File: config.mk
export PLATFORM = sky130hd
export DESIGN_NAME = jst_seq
export DESIGN_NICKNAME = d
export VERILOG_FILES = /design/src/rtl/jst_pkg.sv /design/src/rtl/jst_seq.sv
export SDC_FILE = /design/constraint.sdc
export NUM_CORES = 1
export LEC_CHECK = 0
export ABC_CLOCK_PERIOD_IN_PS = 29200
export BUFFER_PORTS_ARGS = -buffer_cell sky130_fd_sc_hd__buf_2
export CAP_MARGIN = 20
export CELL_PAD_IN_SITES_DETAIL_PLACEMENT = 1
export CELL_PAD_IN_SITES_GLOBAL_PLACEMENT = 2
export CORE_AREA = 5 5 321 323
export DETAILED_ROUTE_END_ITERATION = 12
export DIE_AREA = 0 0 326 328
export PLACE_DENSITY = 0.67
export SLEW_MARGIN = 20
export SYNTH_ARGS = -nofsm -noshare
export SYNTH_HDL_FRONTEND = slang
export SYNTH_SLANG_ARGS = --single-unit
File: constraint.sdc
create_clock -name clk -period 29.2 [get_ports clk]
set_input_delay 4.38 -clock clk [delete_from_list [all_inputs] [get_ports clk]]
set_output_delay 4.38 -clock clk [all_outputs]
set_load 0.005 [all_outputs]
File: src/rtl/jst_pkg.sv
package jst_pkg;

  // Table sizing
  localparam int MAX_JOBS = 64;
  localparam int IDX_W    = $clog2(MAX_JOBS);
  localparam int CNT_W    = $clog2(MAX_JOBS + 1);

  // Operation codes
  localparam logic [2:0] ACT_ADD    = 3'd0;
  localparam logic [2:0] ACT_READY  = 3'd1;
  localparam logic [2:0] ACT_CANCEL = 3'd2;
  localparam logic [2:0] ACT_REEVAL = 3'd3;
  localparam logic [2:0] ACT_REMOVE = 3'd4;
  localparam logic [2:0] ACT_READ   = 3'd5;

  // Job lifecycle states
  localparam logic [2:0] JS_SUBMITTED = 3'd0;
  localparam logic [2:0] JS_READY     = 3'd1;
  localparam logic [2:0] JS_RUNNING   = 3'd2;
  localparam logic [2:0] JS_COMPLETED = 3'd3;
  localparam logic [2:0] JS_PARTIAL   = 3'd4;
  localparam logic [2:0] JS_FAILED    = 3'd5;
  localparam logic [2:0] JS_CANCELLED = 3'd6;

  // Result status codes
  localparam logic [1:0] RS_OK          = 2'd0;
  localparam logic [1:0] RS_NOT_FOUND   = 2'd1;
  localparam logic [1:0] RS_WRONG_STATE = 2'd2;
  localparam logic [1:0] RS_FULL        = 2'd3;

  typedef struct packed {
    logic [2:0]  action;
    logic [31:0] job_ref;
    logic [31:0] client_tag;
    logic [47:0] now_time;
    logic [15:0] tasks_total;
    logic [15:0] tasks_done;
    logic [15:0] tasks_failed;
    logic [15:0] tasks_assigned;
  } cmd_t;

  typedef struct packed {
    logic [1:0]  status;
    logic [31:0] job_number;
    logic [2:0]  job_state;
    logic [31:0] client_owner;
    logic [47:0] submit_time;
    logic [47:0] start_time;
    logic [47:0] finish_time;
  } result_t;

  typedef struct packed {
    logic [31:0] id;
    logic [31:0] owner;
    logic [2:0]  state;
    logic [47:0] submitted;
    logic [47:0] started;
    logic [47:0] finished;
  } entry_t;

  // Table port request: one write and one registered read per cycle
  typedef struct packed {
    logic             we;
    logic [IDX_W-1:0] waddr;
    entry_t           wdata;
    logic             re;
    logic [IDX_W-1:0] raddr;
  } mem_req_t;

  typedef enum logic [2:0] {
    S_IDLE,
    S_DISPATCH,
    S_SEARCH,
    S_APPLY,
    S_REM_RD,
    S_REM_WR
  } seq_state_t;

  function automatic logic is_final(input logic [2:0] st);
    return (st == JS_COMPLETED) || (st == JS_PARTIAL) ||
           (st == JS_FAILED) || (st == JS_CANCELLED);
  endfunction

  function automatic result_t make_result(input logic [1:0] status, input entry_t e);
    result_t r;
    r.status       = status;
    r.job_number   = e.id;
    r.job_state    = e.state;
    r.client_owner = e.owner;
    r.submit_time  = e.submitted;
    r.start_time   = e.started;
    r.finish_time  = e.finished;
    return r;
  endfunction

  function automatic result_t empty_result(input logic [1:0] status);
    result_t r;
    r        = '0;
    r.status = status;
    return r;
  endfunction

endpackage

File: src/rtl/jst_seq.sv
module jst_seq (
  input  logic               clk,
  input  logic               rst,
  input  logic               start,
  input  jst_pkg::cmd_t      cmd_in,
  output logic               busy,
  output logic               res_valid,
  output jst_pkg::result_t   res,
  output jst_pkg::mem_req_t  req,
  input  jst_pkg::entry_t    rdata
);

  jst_pkg::seq_state_t state, state_next;

  jst_pkg::cmd_t                cmd;
  logic [jst_pkg::CNT_W-1:0]    used_count;
  logic [31:0]                  next_id;
  logic [jst_pkg::CNT_W-1:0]    idx;
  logic                         cmp_valid;
  logic [jst_pkg::IDX_W-1:0]    cmp_idx;
  logic [jst_pkg::IDX_W-1:0]    slot;
  jst_pkg::entry_t              ent;

  logic                         full;
  logic                         bad_action;
  logic                         match;
  logic                         issue;
  logic                         last_is_slot;
  jst_pkg::entry_t              add_ent;
  jst_pkg::entry_t              upd_ent;
  logic [1:0]                   upd_status;
  logic [16:0]                  final_sum;

  assign busy = (state != jst_pkg::S_IDLE);

  // Search and dispatch decisions
  assign full       = (used_count >= jst_pkg::CNT_W'(jst_pkg::MAX_JOBS)) || (next_id == 32'd0);
  assign bad_action = (cmd.action > jst_pkg::ACT_READ);
  assign match      = cmp_valid && (rdata.id == cmd.job_ref);
  assign issue      = (idx < used_count);
  assign last_is_slot = (used_count - jst_pkg::CNT_W'(1)) == {1'b0, slot};

  // New entry on add
  always_comb begin
    add_ent.id        = next_id;
    add_ent.owner     = cmd.client_tag;
    add_ent.state     = jst_pkg::JS_SUBMITTED;
    add_ent.submitted = cmd.now_time;
    add_ent.started   = '0;
    add_ent.finished  = '0;
  end

  // State update of a found entry
  assign final_sum = {1'b0, cmd.tasks_done} + {1'b0, cmd.tasks_failed};

  always_comb begin
    upd_ent    = ent;
    upd_status = jst_pkg::RS_OK;
    unique case (cmd.action)
      jst_pkg::ACT_READY: begin
        if (ent.state != jst_pkg::JS_SUBMITTED) begin
          upd_status = jst_pkg::RS_WRONG_STATE;
        end else begin
          upd_ent.state = jst_pkg::JS_READY;
        end
      end
      jst_pkg::ACT_CANCEL: begin
        if (jst_pkg::is_final(ent.state)) begin
          upd_status = jst_pkg::RS_WRONG_STATE;
        end else begin
          upd_ent.state    = jst_pkg::JS_CANCELLED;
          upd_ent.finished = cmd.now_time;
        end
      end
      jst_pkg::ACT_REEVAL: begin
        if ((ent.state != jst_pkg::JS_CANCELLED) && (cmd.tasks_total != 16'd0)) begin
          if (final_sum == {1'b0, cmd.tasks_total}) begin
            priority if (cmd.tasks_failed == 16'd0) begin
              upd_ent.state = jst_pkg::JS_COMPLETED;
            end else if (cmd.tasks_done == 16'd0) begin
              upd_ent.state = jst_pkg::JS_FAILED;
            end else begin
              upd_ent.state = jst_pkg::JS_PARTIAL;
            end
            if (!jst_pkg::is_final(ent.state)) begin
              upd_ent.finished = cmd.now_time;
            end
          end else if ((cmd.tasks_assigned != 16'd0) &&
                       ((ent.state == jst_pkg::JS_READY) ||
                        (ent.state == jst_pkg::JS_SUBMITTED))) begin
            upd_ent.state = jst_pkg::JS_RUNNING;
            if (ent.started == 48'd0) begin
              upd_ent.started = cmd.now_time;
            end
          end
        end
      end
      default: begin
      end
    endcase
  end

  // Next state
  always_comb begin
    state_next = state;
    unique case (state)
      jst_pkg::S_IDLE: begin
        if (start) state_next = jst_pkg::S_DISPATCH;
      end
      jst_pkg::S_DISPATCH: begin
        if ((cmd.action == jst_pkg::ACT_ADD) || bad_action || (cmd.job_ref == 32'd0)) begin
          state_next = jst_pkg::S_IDLE;
        end else begin
          state_next = jst_pkg::S_SEARCH;
        end
      end
      jst_pkg::S_SEARCH: begin
        priority if (match) state_next = jst_pkg::S_APPLY;
        else if (!issue)    state_next = jst_pkg::S_IDLE;
        else                state_next = jst_pkg::S_SEARCH;
      end
      jst_pkg::S_APPLY: begin
        if ((cmd.action == jst_pkg::ACT_REMOVE) && !last_is_slot) begin
          state_next = jst_pkg::S_REM_RD;
        end else begin
          state_next = jst_pkg::S_IDLE;
        end
      end
      jst_pkg::S_REM_RD: state_next = jst_pkg::S_REM_WR;
      jst_pkg::S_REM_WR: state_next = jst_pkg::S_IDLE;
      default:           state_next = jst_pkg::S_IDLE;
    endcase
  end

  // Outputs: table port and result beat
  always_comb begin
    req       = '0;
    res_valid = 1'b0;
    res       = '0;
    unique case (state)
      jst_pkg::S_DISPATCH: begin
        priority if (cmd.action == jst_pkg::ACT_ADD) begin
          res_valid = 1'b1;
          if (full) begin
            res = jst_pkg::empty_result(jst_pkg::RS_FULL);
          end else begin
            req.we    = 1'b1;
            req.waddr = used_count[jst_pkg::IDX_W-1:0];
            req.wdata = add_ent;
            res       = jst_pkg::make_result(jst_pkg::RS_OK, add_ent);
          end
        end else if (bad_action) begin
          res_valid = 1'b1;
          res       = jst_pkg::empty_result(jst_pkg::RS_WRONG_STATE);
        end else if (cmd.job_ref == 32'd0) begin
          res_valid = 1'b1;
          res       = jst_pkg::empty_result(jst_pkg::RS_NOT_FOUND);
        end else begin
        end
      end
      jst_pkg::S_SEARCH: begin
        if (!match) begin
          if (issue) begin
            req.re    = 1'b1;
            req.raddr = idx[jst_pkg::IDX_W-1:0];
          end else begin
            res_valid = 1'b1;
            res       = jst_pkg::empty_result(jst_pkg::RS_NOT_FOUND);
          end
        end
      end
      jst_pkg::S_APPLY: begin
        res_valid = 1'b1;
        if (cmd.action == jst_pkg::ACT_REMOVE) begin
          res = jst_pkg::make_result(jst_pkg::RS_OK, ent);
        end else begin
          res = jst_pkg::make_result(upd_status, upd_ent);
          if ((upd_status == jst_pkg::RS_OK) &&
              ((cmd.action == jst_pkg::ACT_READY) || (cmd.action == jst_pkg::ACT_CANCEL) ||
               (cmd.action == jst_pkg::ACT_REEVAL))) begin
            req.we    = 1'b1;
            req.waddr = slot;
            req.wdata = upd_ent;
          end
        end
      end
      jst_pkg::S_REM_RD: begin
        // used_count already points at the old last entry
        req.re    = 1'b1;
        req.raddr = used_count[jst_pkg::IDX_W-1:0];
      end
      jst_pkg::S_REM_WR: begin
        req.we    = 1'b1;
        req.waddr = slot;
        req.wdata = rdata;
      end
      default: begin
      end
    endcase
  end

  // Control registers
  always_ff @(posedge clk) begin
    if (rst) begin
      state      <= jst_pkg::S_IDLE;
      used_count <= '0;
      next_id    <= 32'd1;
      cmp_valid  <= 1'b0;
    end else begin
      state <= state_next;
      unique case (state)
        jst_pkg::S_DISPATCH: begin
          cmp_valid <= 1'b0;
          if ((cmd.action == jst_pkg::ACT_ADD) && !full) begin
            used_count <= used_count + jst_pkg::CNT_W'(1);
            next_id    <= next_id + 32'd1;
          end
        end
        jst_pkg::S_SEARCH: begin
          cmp_valid <= issue && !match;
        end
        jst_pkg::S_APPLY: begin
          if (cmd.action == jst_pkg::ACT_REMOVE) begin
            used_count <= used_count - jst_pkg::CNT_W'(1);
          end
        end
        default: begin
        end
      endcase
    end
  end

  // Datapath registers
  always_ff @(posedge clk) begin
    unique case (state)
      jst_pkg::S_IDLE: begin
        if (start) cmd <= cmd_in;
      end
      jst_pkg::S_DISPATCH: begin
        idx <= '0;
      end
      jst_pkg::S_SEARCH: begin
        if (match) begin
          ent  <= rdata;
          slot <= cmp_idx;
        end else if (issue) begin
          idx     <= idx + jst_pkg::CNT_W'(1);
          cmp_idx <= idx[jst_pkg::IDX_W-1:0];
        end
      end
      default: begin
      end
    endcase
  end

endmodule

-- Word-level counts from Yosys, hierarchy flattened
Cells that the tools add are included.
- flip-flop bits (word level): 452
- output and inout bits: 440
- word-level logic and storage cells: 147
- add/subtract/negate cells: 5
- order comparisons: 3
- equal/unequal tests: 23
- mux-type cells: 54
- bitwise operators: 1
- reduce and logical (&&, ||, !) cells: 40
- operators with widths (cell ; count):
    $mux 218 ; 4
    $mux 213 ; 4
    $pmux 218 s3 ; 1
    $pmux 213 s3 ; 1
    $mux 212 ; 3
    $mux 48 ; 6
    $mux 96 ; 1
    $pmux 48 s2 ; 1
    $logic_not 32->1 ; 2
    $logic_not 48->1 ; 1
    $mux 7 ; 6
    $pmux 7 s2 ; 3
    $add 32x1->32 const B ; 1
    $eq 32x32->1 ; 1
    $logic_not 16->1 ; 2
    $reduce_bool 16->1 ; 2
    $mux 3 ; 8
    $eq 3x3->1 const B ; 6
    $add 16x16->17 ; 1
    $eq 17x16->1 ; 1
    $eq 3x2->1 const B ; 5
    $pmux 3 s5 ; 1
    $add 7x1->7 const B ; 2
    $mux 2 ; 5
    other kinds (23) ; 58

-- Logic depth before layout (Yosys ltp)
- depth after elaboration: 11
- depth in mapped cells: 13

-- Worst setup path before layout
OpenSTA, ideal clock, no wires.
- path kind: input to register
- from: input port rdata[207] (netlist name)
- to: register ent[0] (netlist name), enable pin
- setup time: 0.820 ns
- arrival: 15.059 ns
- data required time: 28.380 ns
- setup slack: 13.320 ns
- cell stages on the path: 6
- buffers on the path: 0
- cell sequence: xnor2_1 -> nand4_1 -> nor4_1 -> nand4_1 -> nor4_1 -> nor2b_1
- cells in the longest elaborated chain, start to end: 3
- RTL lines (element ; RTL line ; RTL):
    from (decl) ; jst_seq.sv:10 ; input jst_pkg::entry_t rdata
    $eq 32x32->1 ; jst_seq.sv:39 ; assign match = cmp_valid && (rdata.id == cmd.job_ref);
    $logic_and 1x1->1 ; jst_seq.sv:39 ;
    $reduce_and 2->1 (no source line) ; -- ;
    to (signal assigned) ; jst_seq.sv:244 ; ent <= rdata;
    to (decl) ; jst_seq.sv:22 ; jst_pkg::entry_t ent;
Every way passes these cells.
A chain may end at the register's enable or synchronous reset.

==> implementation parameters <==
Parameter                              Value

Outcome
  Run status ... complete, no violations

Clock tree
  Hold-fix buffer count after cts ... 0
  Buffer levels on the longest clock path ... 3
  Number of H-tree levels ... 2
  Cell at the root of the clock tree ... sky130_fd_sc_hd__clkbuf_16
  Num CTS Buffers ... 57
  Number of setup buffers added after CTS ... 0
  Clock tree from TritonCTS ... built
  Clock-pin slew reported for the worst setup and hold paths after clock tree synthesis ... 60 ps
  Clock latency at the later pin of the worst-skew pair ... approximately 660 ps
  Number of sinks driven by the clock tree ... approximately 450
  Quantity of gates resized following cts ... 0

Drt
  Final ANT Viol Nets ... 0
  Drt first pass iters ... 5
  Total number of vias ... 20890
  Total Routed Length ... 115000 µm
  Remaining DRCs ... 0
  Detailed-route vias per instance ... 4.910
  Violation count after the first detailed-routing iteration ... 1817
  Routed wire per std cell ... 27.03 µm

Timing
  Fin Hold WS ... approximately 420 ps
  Part of the cycle the worst path needs ... 0.3897
  Final critical-path setup slack ... 17820 ps
  # setup viols final ... 0
  Setup TNS ... 0 ps
  Setup skew after layout ... 27.26 ps
  Time the final worst path needs with I/O delays and setup ... 11380 ps
  Unrepaired setup endpoints after global routing ... false
  Slew Viols, Final ... 0
  Slew @ Worst Pin ... roughly 1100 ps
  Final-report hold violation count ... 0
  Worst-case headroom to the max-slew limit ... 0.2825
  Fmax achieved ... 87.88 MHz

Worst setup path
  Required time of the worst setup path ... 24820 ps
  Logic depth of the worst register-to-register path ... 9
  Stage delay of the slowest cell on the critical path ... 410 ps
  Critical-path top delay cell ... sky130_fd_sc_hd__nor4_1
  Crit. End Element ... output port
  Cell class contributing the biggest share of worst-path delay ... simple AND/OR/NAND/NOR gates
  Number of buffers and inverters on the critical path ... 3
  Minimum setup slack among reg-to-reg paths ... between 20000 and 25000 ps
  Critical register-to-register path startpoint ... cmd[151]$_DFFE_PP_
  Setup Crit Path Kind ... primary input to output port
  Ordered list of cells on the worst path ... buf_2, xnor2_1, nand4_1, nor4_1, nand4_1, nor4_1, buf_4, nor2_1, and2_1, or2_2, buf_2
  Critical path peak fanout ... 13
  Critical path launch point type ... primary input
  Reg-to-Reg End ... ent[59]$_DFFE_PP_
  Worst endpoint data arrival time ... 7000 ps

Floorplanning
  Core footprint ... 99570 µm²
  Horizontal die dimension ... ~330 µm
  Die Span Y ... 328 µm
  # rows ... 116
  Starting utilization of the core area ... 0.2237
  Num ports ... 833
  DIE AREA ... 106900 µm²

Job
  Max-cap viol count ... 0

Hold path
  Hold crit path type ... flip-flop to flip-flop
  Startpoint of the tightest hold check path ... cmp_idx[0]$_DFFE_PP_
  Endpoint with the worst hold slack ... slot[0]$_DFFE_PP_
  Worst hold path stage count ... 0

Layout
  Share of the core filled with cells in the final layout ... 0.2974
  Area added between synthesis and finish ... 32.95%
  Design area ... slightly below 30000 µm²
  Fraction of final layout cells sized beyond drive strength 1 ... 0.3270
  Nets ... roughly 3300
  Post-layout instance count excluding filler cells ... 4255
  Number of fill cells ... approximately 12000

Power and ir drop
  Leakage Power ... roughly 13 nW
  Worst vdd rail ir drop ... 0.00004542 V
  PD cells ... ~52 nW/µm²
  PnR Total Power ... between 1.5 and 2 mW

Placed design
  Detailed placer's ending HPWL ... approximately 90000 µm
  RePlAce Congestion ... roughly 0.88
  Placed Cells ... 4128
  Post-DP Area ... 27800 µm²
  Port Buffers ... between 800 and 900
  Pre-CTS setup slack ... between 15000 and 20000 ps

Global routing
  Vias in the first global route ... 20910
  Initial antenna violation count ... 35
  Largest net degree at the start of global routing ... 124
  Combined global-route utilization of all metal layers ... 0.2028
  Total congestion overflow ... 0
  Wire length of the first global-routing pass ... ~160000 µm

Yosys
  Average footprint of a synthesized cell ... 10.60 µm²
  Number of cells produced by synthesis ... 2100
  Number of enable-type register cells in the synthesized netlist ... 409
  Unique masters post-synth ... 64
  Post-synthesis instance area ... ~22000 µm²
  Sequential-to-total area share from yosys stat ... 0.5901
  Async set or reset register ratio after synthesis ... 0
  Syn nets ... 2522
  Top FF cell, synth ... sky130_fd_sc_hd__edfxtp_1
  Count of yosys warnings during synthesis ... 0
  Post-synthesis sequential element count ... 452
## sequential cells by signal, summed over array words and instances, names as in the netlist
| signal | flops |
|---|---|
| next_id | 32 |
| idx | 7 |
| cmd | 99 |
| used_count | 7 |
| add_ent | 80 |
| cmp_idx | 6 |
| ent | 211 |
| slot | 6 |
| cmp_valid | 1 |
| state | 3 |
## worst max-delay path by stage
stage               cells after the start               end       start  slack, ps
floorplan                               6  ent[0]$_DFFE_PP_  rdata[207]      13320
finish                                 11            req[6]  rdata[209]      17820
global placement                       11            req[6]  rdata[207]      17920
global route                           11            req[6]  rdata[207]      17670
detailed placement                     11            req[6]  rdata[207]      17840
CTS                                    11            req[6]  rdata[207]      17830
## final cells by class
cell class / instances / area [µm²] / share of cell area
Multi-Input combinational cell: 1492 / 8559 / 0.2891
Tap cell: 1298 / 1624 / 0.05485
Sequential cell: 452 / 13140 / 0.4439
Clock buffer: 64 / 1453 / 0.04906
Inverter: 28 / 105.1 / 0.003550
Timing Repair Buffer: 858 / 4372 / 0.1477
Antenna cell: 21 / 52.55 / 0.001775
Clock inverter: 42 / 300.3 / 0.01014
## cells by family (layout without fill, tap and decap cells)
logic type / after synthesis / in the layout / synth area share
multiplexers: 50 / 50 / 0.02253
flip-flops: 452 / 452 / 0.5901
adder cells (fa/ha/maj): 29 / 29 / 0.01663
AND/OR/NAND/NOR: 871 / 871 / 0.1652
XOR/XNOR: 99 / 99 / 0.03927
buffers and inverters: 156 / 992 / 0.02820
AO/OA/AOI/OAI: 443 / 443 / 0.1380
other: 0 / 21 / 0
## per-layer routing
metal  part of all wire  track usage  up-vias
li1                   -            -     9367
met1               0.42       0.2658    10500
met2               0.48       0.3359      854
met3              0.069      0.04538      161
met4              0.027      0.06138        8
met5            0.00048            0        -
## placed cells by master, fill, tap and decap left out, types with 9 or more instances in the layout
| master | n |
|---|---|
| sky130_fd_sc_hd__a21o_1 | 9 |
| sky130_fd_sc_hd__a21oi_1 | 75 |
| sky130_fd_sc_hd__a22o_1 | 61 |
| sky130_fd_sc_hd__a32oi_1 | 105 |
| sky130_fd_sc_hd__and3_1 | 10 |
| sky130_fd_sc_hd__buf_2 | 832 |
| sky130_fd_sc_hd__buf_4 | 25 |
| sky130_fd_sc_hd__clkbuf_16 | 57 |
| sky130_fd_sc_hd__clkinv_1 | 21 |
| sky130_fd_sc_hd__clkinv_2 | 9 |
| sky130_fd_sc_hd__dfxtp_1 | 43 |
| sky130_fd_sc_hd__diode_2 | 21 |
| sky130_fd_sc_hd__edfxtp_1 | 409 |
| sky130_fd_sc_hd__ha_1 | 28 |
| sky130_fd_sc_hd__inv_1 | 28 |
| sky130_fd_sc_hd__mux2i_1 | 49 |
| sky130_fd_sc_hd__nand2_1 | 564 |
| sky130_fd_sc_hd__nand3_1 | 24 |
| sky130_fd_sc_hd__nand4_1 | 32 |
| sky130_fd_sc_hd__nor2_1 | 141 |
| sky130_fd_sc_hd__nor3_1 | 13 |
| sky130_fd_sc_hd__nor4_1 | 48 |
| sky130_fd_sc_hd__o211ai_1 | 9 |
| sky130_fd_sc_hd__o21ai_0 | 128 |
| sky130_fd_sc_hd__xnor2_1 | 55 |
| sky130_fd_sc_hd__xor2_1 | 43 |
## power by group
group | switching (mW) | leakage (nW) | total (mW) | internal [mW]
Combinational | 0.0716 | 8.23 | 0.119 | 0.0475
Sequential | 0.0204 | 4.14 | 0.748 | 0.728
Clock | 0.310 | 0.850 | 0.687 | 0.377
Total | 0.402 | 13.2 | 1.55 | 1.15
## synthesized netlist by cell type (3+ instances only)
| library cell | instances | area [µm²] |
|---|---|---|
| sky130_fd_sc_hd__dfxtp_1 | 43 | 860.8 |
| sky130_fd_sc_hd__a21o_1 | 9 | 67.56 |
| sky130_fd_sc_hd__a32oi_1 | 105 | 919.6 |
| sky130_fd_sc_hd__a211o_1 | 3 | 26.28 |
| sky130_fd_sc_hd__nor2_1 | 143 | 536.8 |
| sky130_fd_sc_hd__a22o_1 | 61 | 534.3 |
| sky130_fd_sc_hd__a21oi_1 | 75 | 375.4 |
| sky130_fd_sc_hd__nand4_1 | 32 | 200.2 |
| sky130_fd_sc_hd__a222oi_1 | 7 | 70.07 |
| sky130_fd_sc_hd__o21ai_0 | 128 | 640.6 |
| sky130_fd_sc_hd__o211ai_1 | 9 | 67.56 |
| sky130_fd_sc_hd__buf_6 | 3 | 33.78 |
| sky130_fd_sc_hd__nor4b_1 | 3 | 26.28 |
| sky130_fd_sc_hd__or2_2 | 4 | 25.02 |
| sky130_fd_sc_hd__xor2_1 | 43 | 376.6 |
| sky130_fd_sc_hd__buf_2 | 7 | 35.03 |
| sky130_fd_sc_hd__o31ai_1 | 4 | 30.03 |
| sky130_fd_sc_hd__buf_1 | 6 | 22.52 |
| sky130_fd_sc_hd__and3_1 | 10 | 62.56 |
| sky130_fd_sc_hd__inv_1 | 28 | 105.1 |
| sky130_fd_sc_hd__nor4_1 | 48 | 300.3 |
| sky130_fd_sc_hd__edfxtp_1 | 409 | 12280 |
| sky130_fd_sc_hd__a311oi_1 | 3 | 26.28 |
| sky130_fd_sc_hd__nor3_1 | 15 | 75.07 |
| sky130_fd_sc_hd__xnor2_1 | 55 | 481.7 |
| sky130_fd_sc_hd__or3_1 | 4 | 25.02 |
| sky130_fd_sc_hd__and4_1 | 4 | 35.03 |
| sky130_fd_sc_hd__a211oi_1 | 7 | 52.55 |
| sky130_fd_sc_hd__o21ai_1 | 5 | 25.02 |
| sky130_fd_sc_hd__clkbuf_1 | 109 | 409.1 |
| sky130_fd_sc_hd__o21a_1 | 5 | 37.54 |
| sky130_fd_sc_hd__nand3_1 | 24 | 120.1 |
| sky130_fd_sc_hd__nor2b_1 | 3 | 18.77 |
| sky130_fd_sc_hd__nand2b_1 | 6 | 37.54 |
| sky130_fd_sc_hd__mux2i_1 | 49 | 490.5 |
| sky130_fd_sc_hd__nand2_1 | 566 | 2125 |
| sky130_fd_sc_hd__ha_1 | 28 | 350.3 |
| sky130_fd_sc_hd__buf_4 | 3 | 22.52 |
Power figures use the tool's default switching activity.
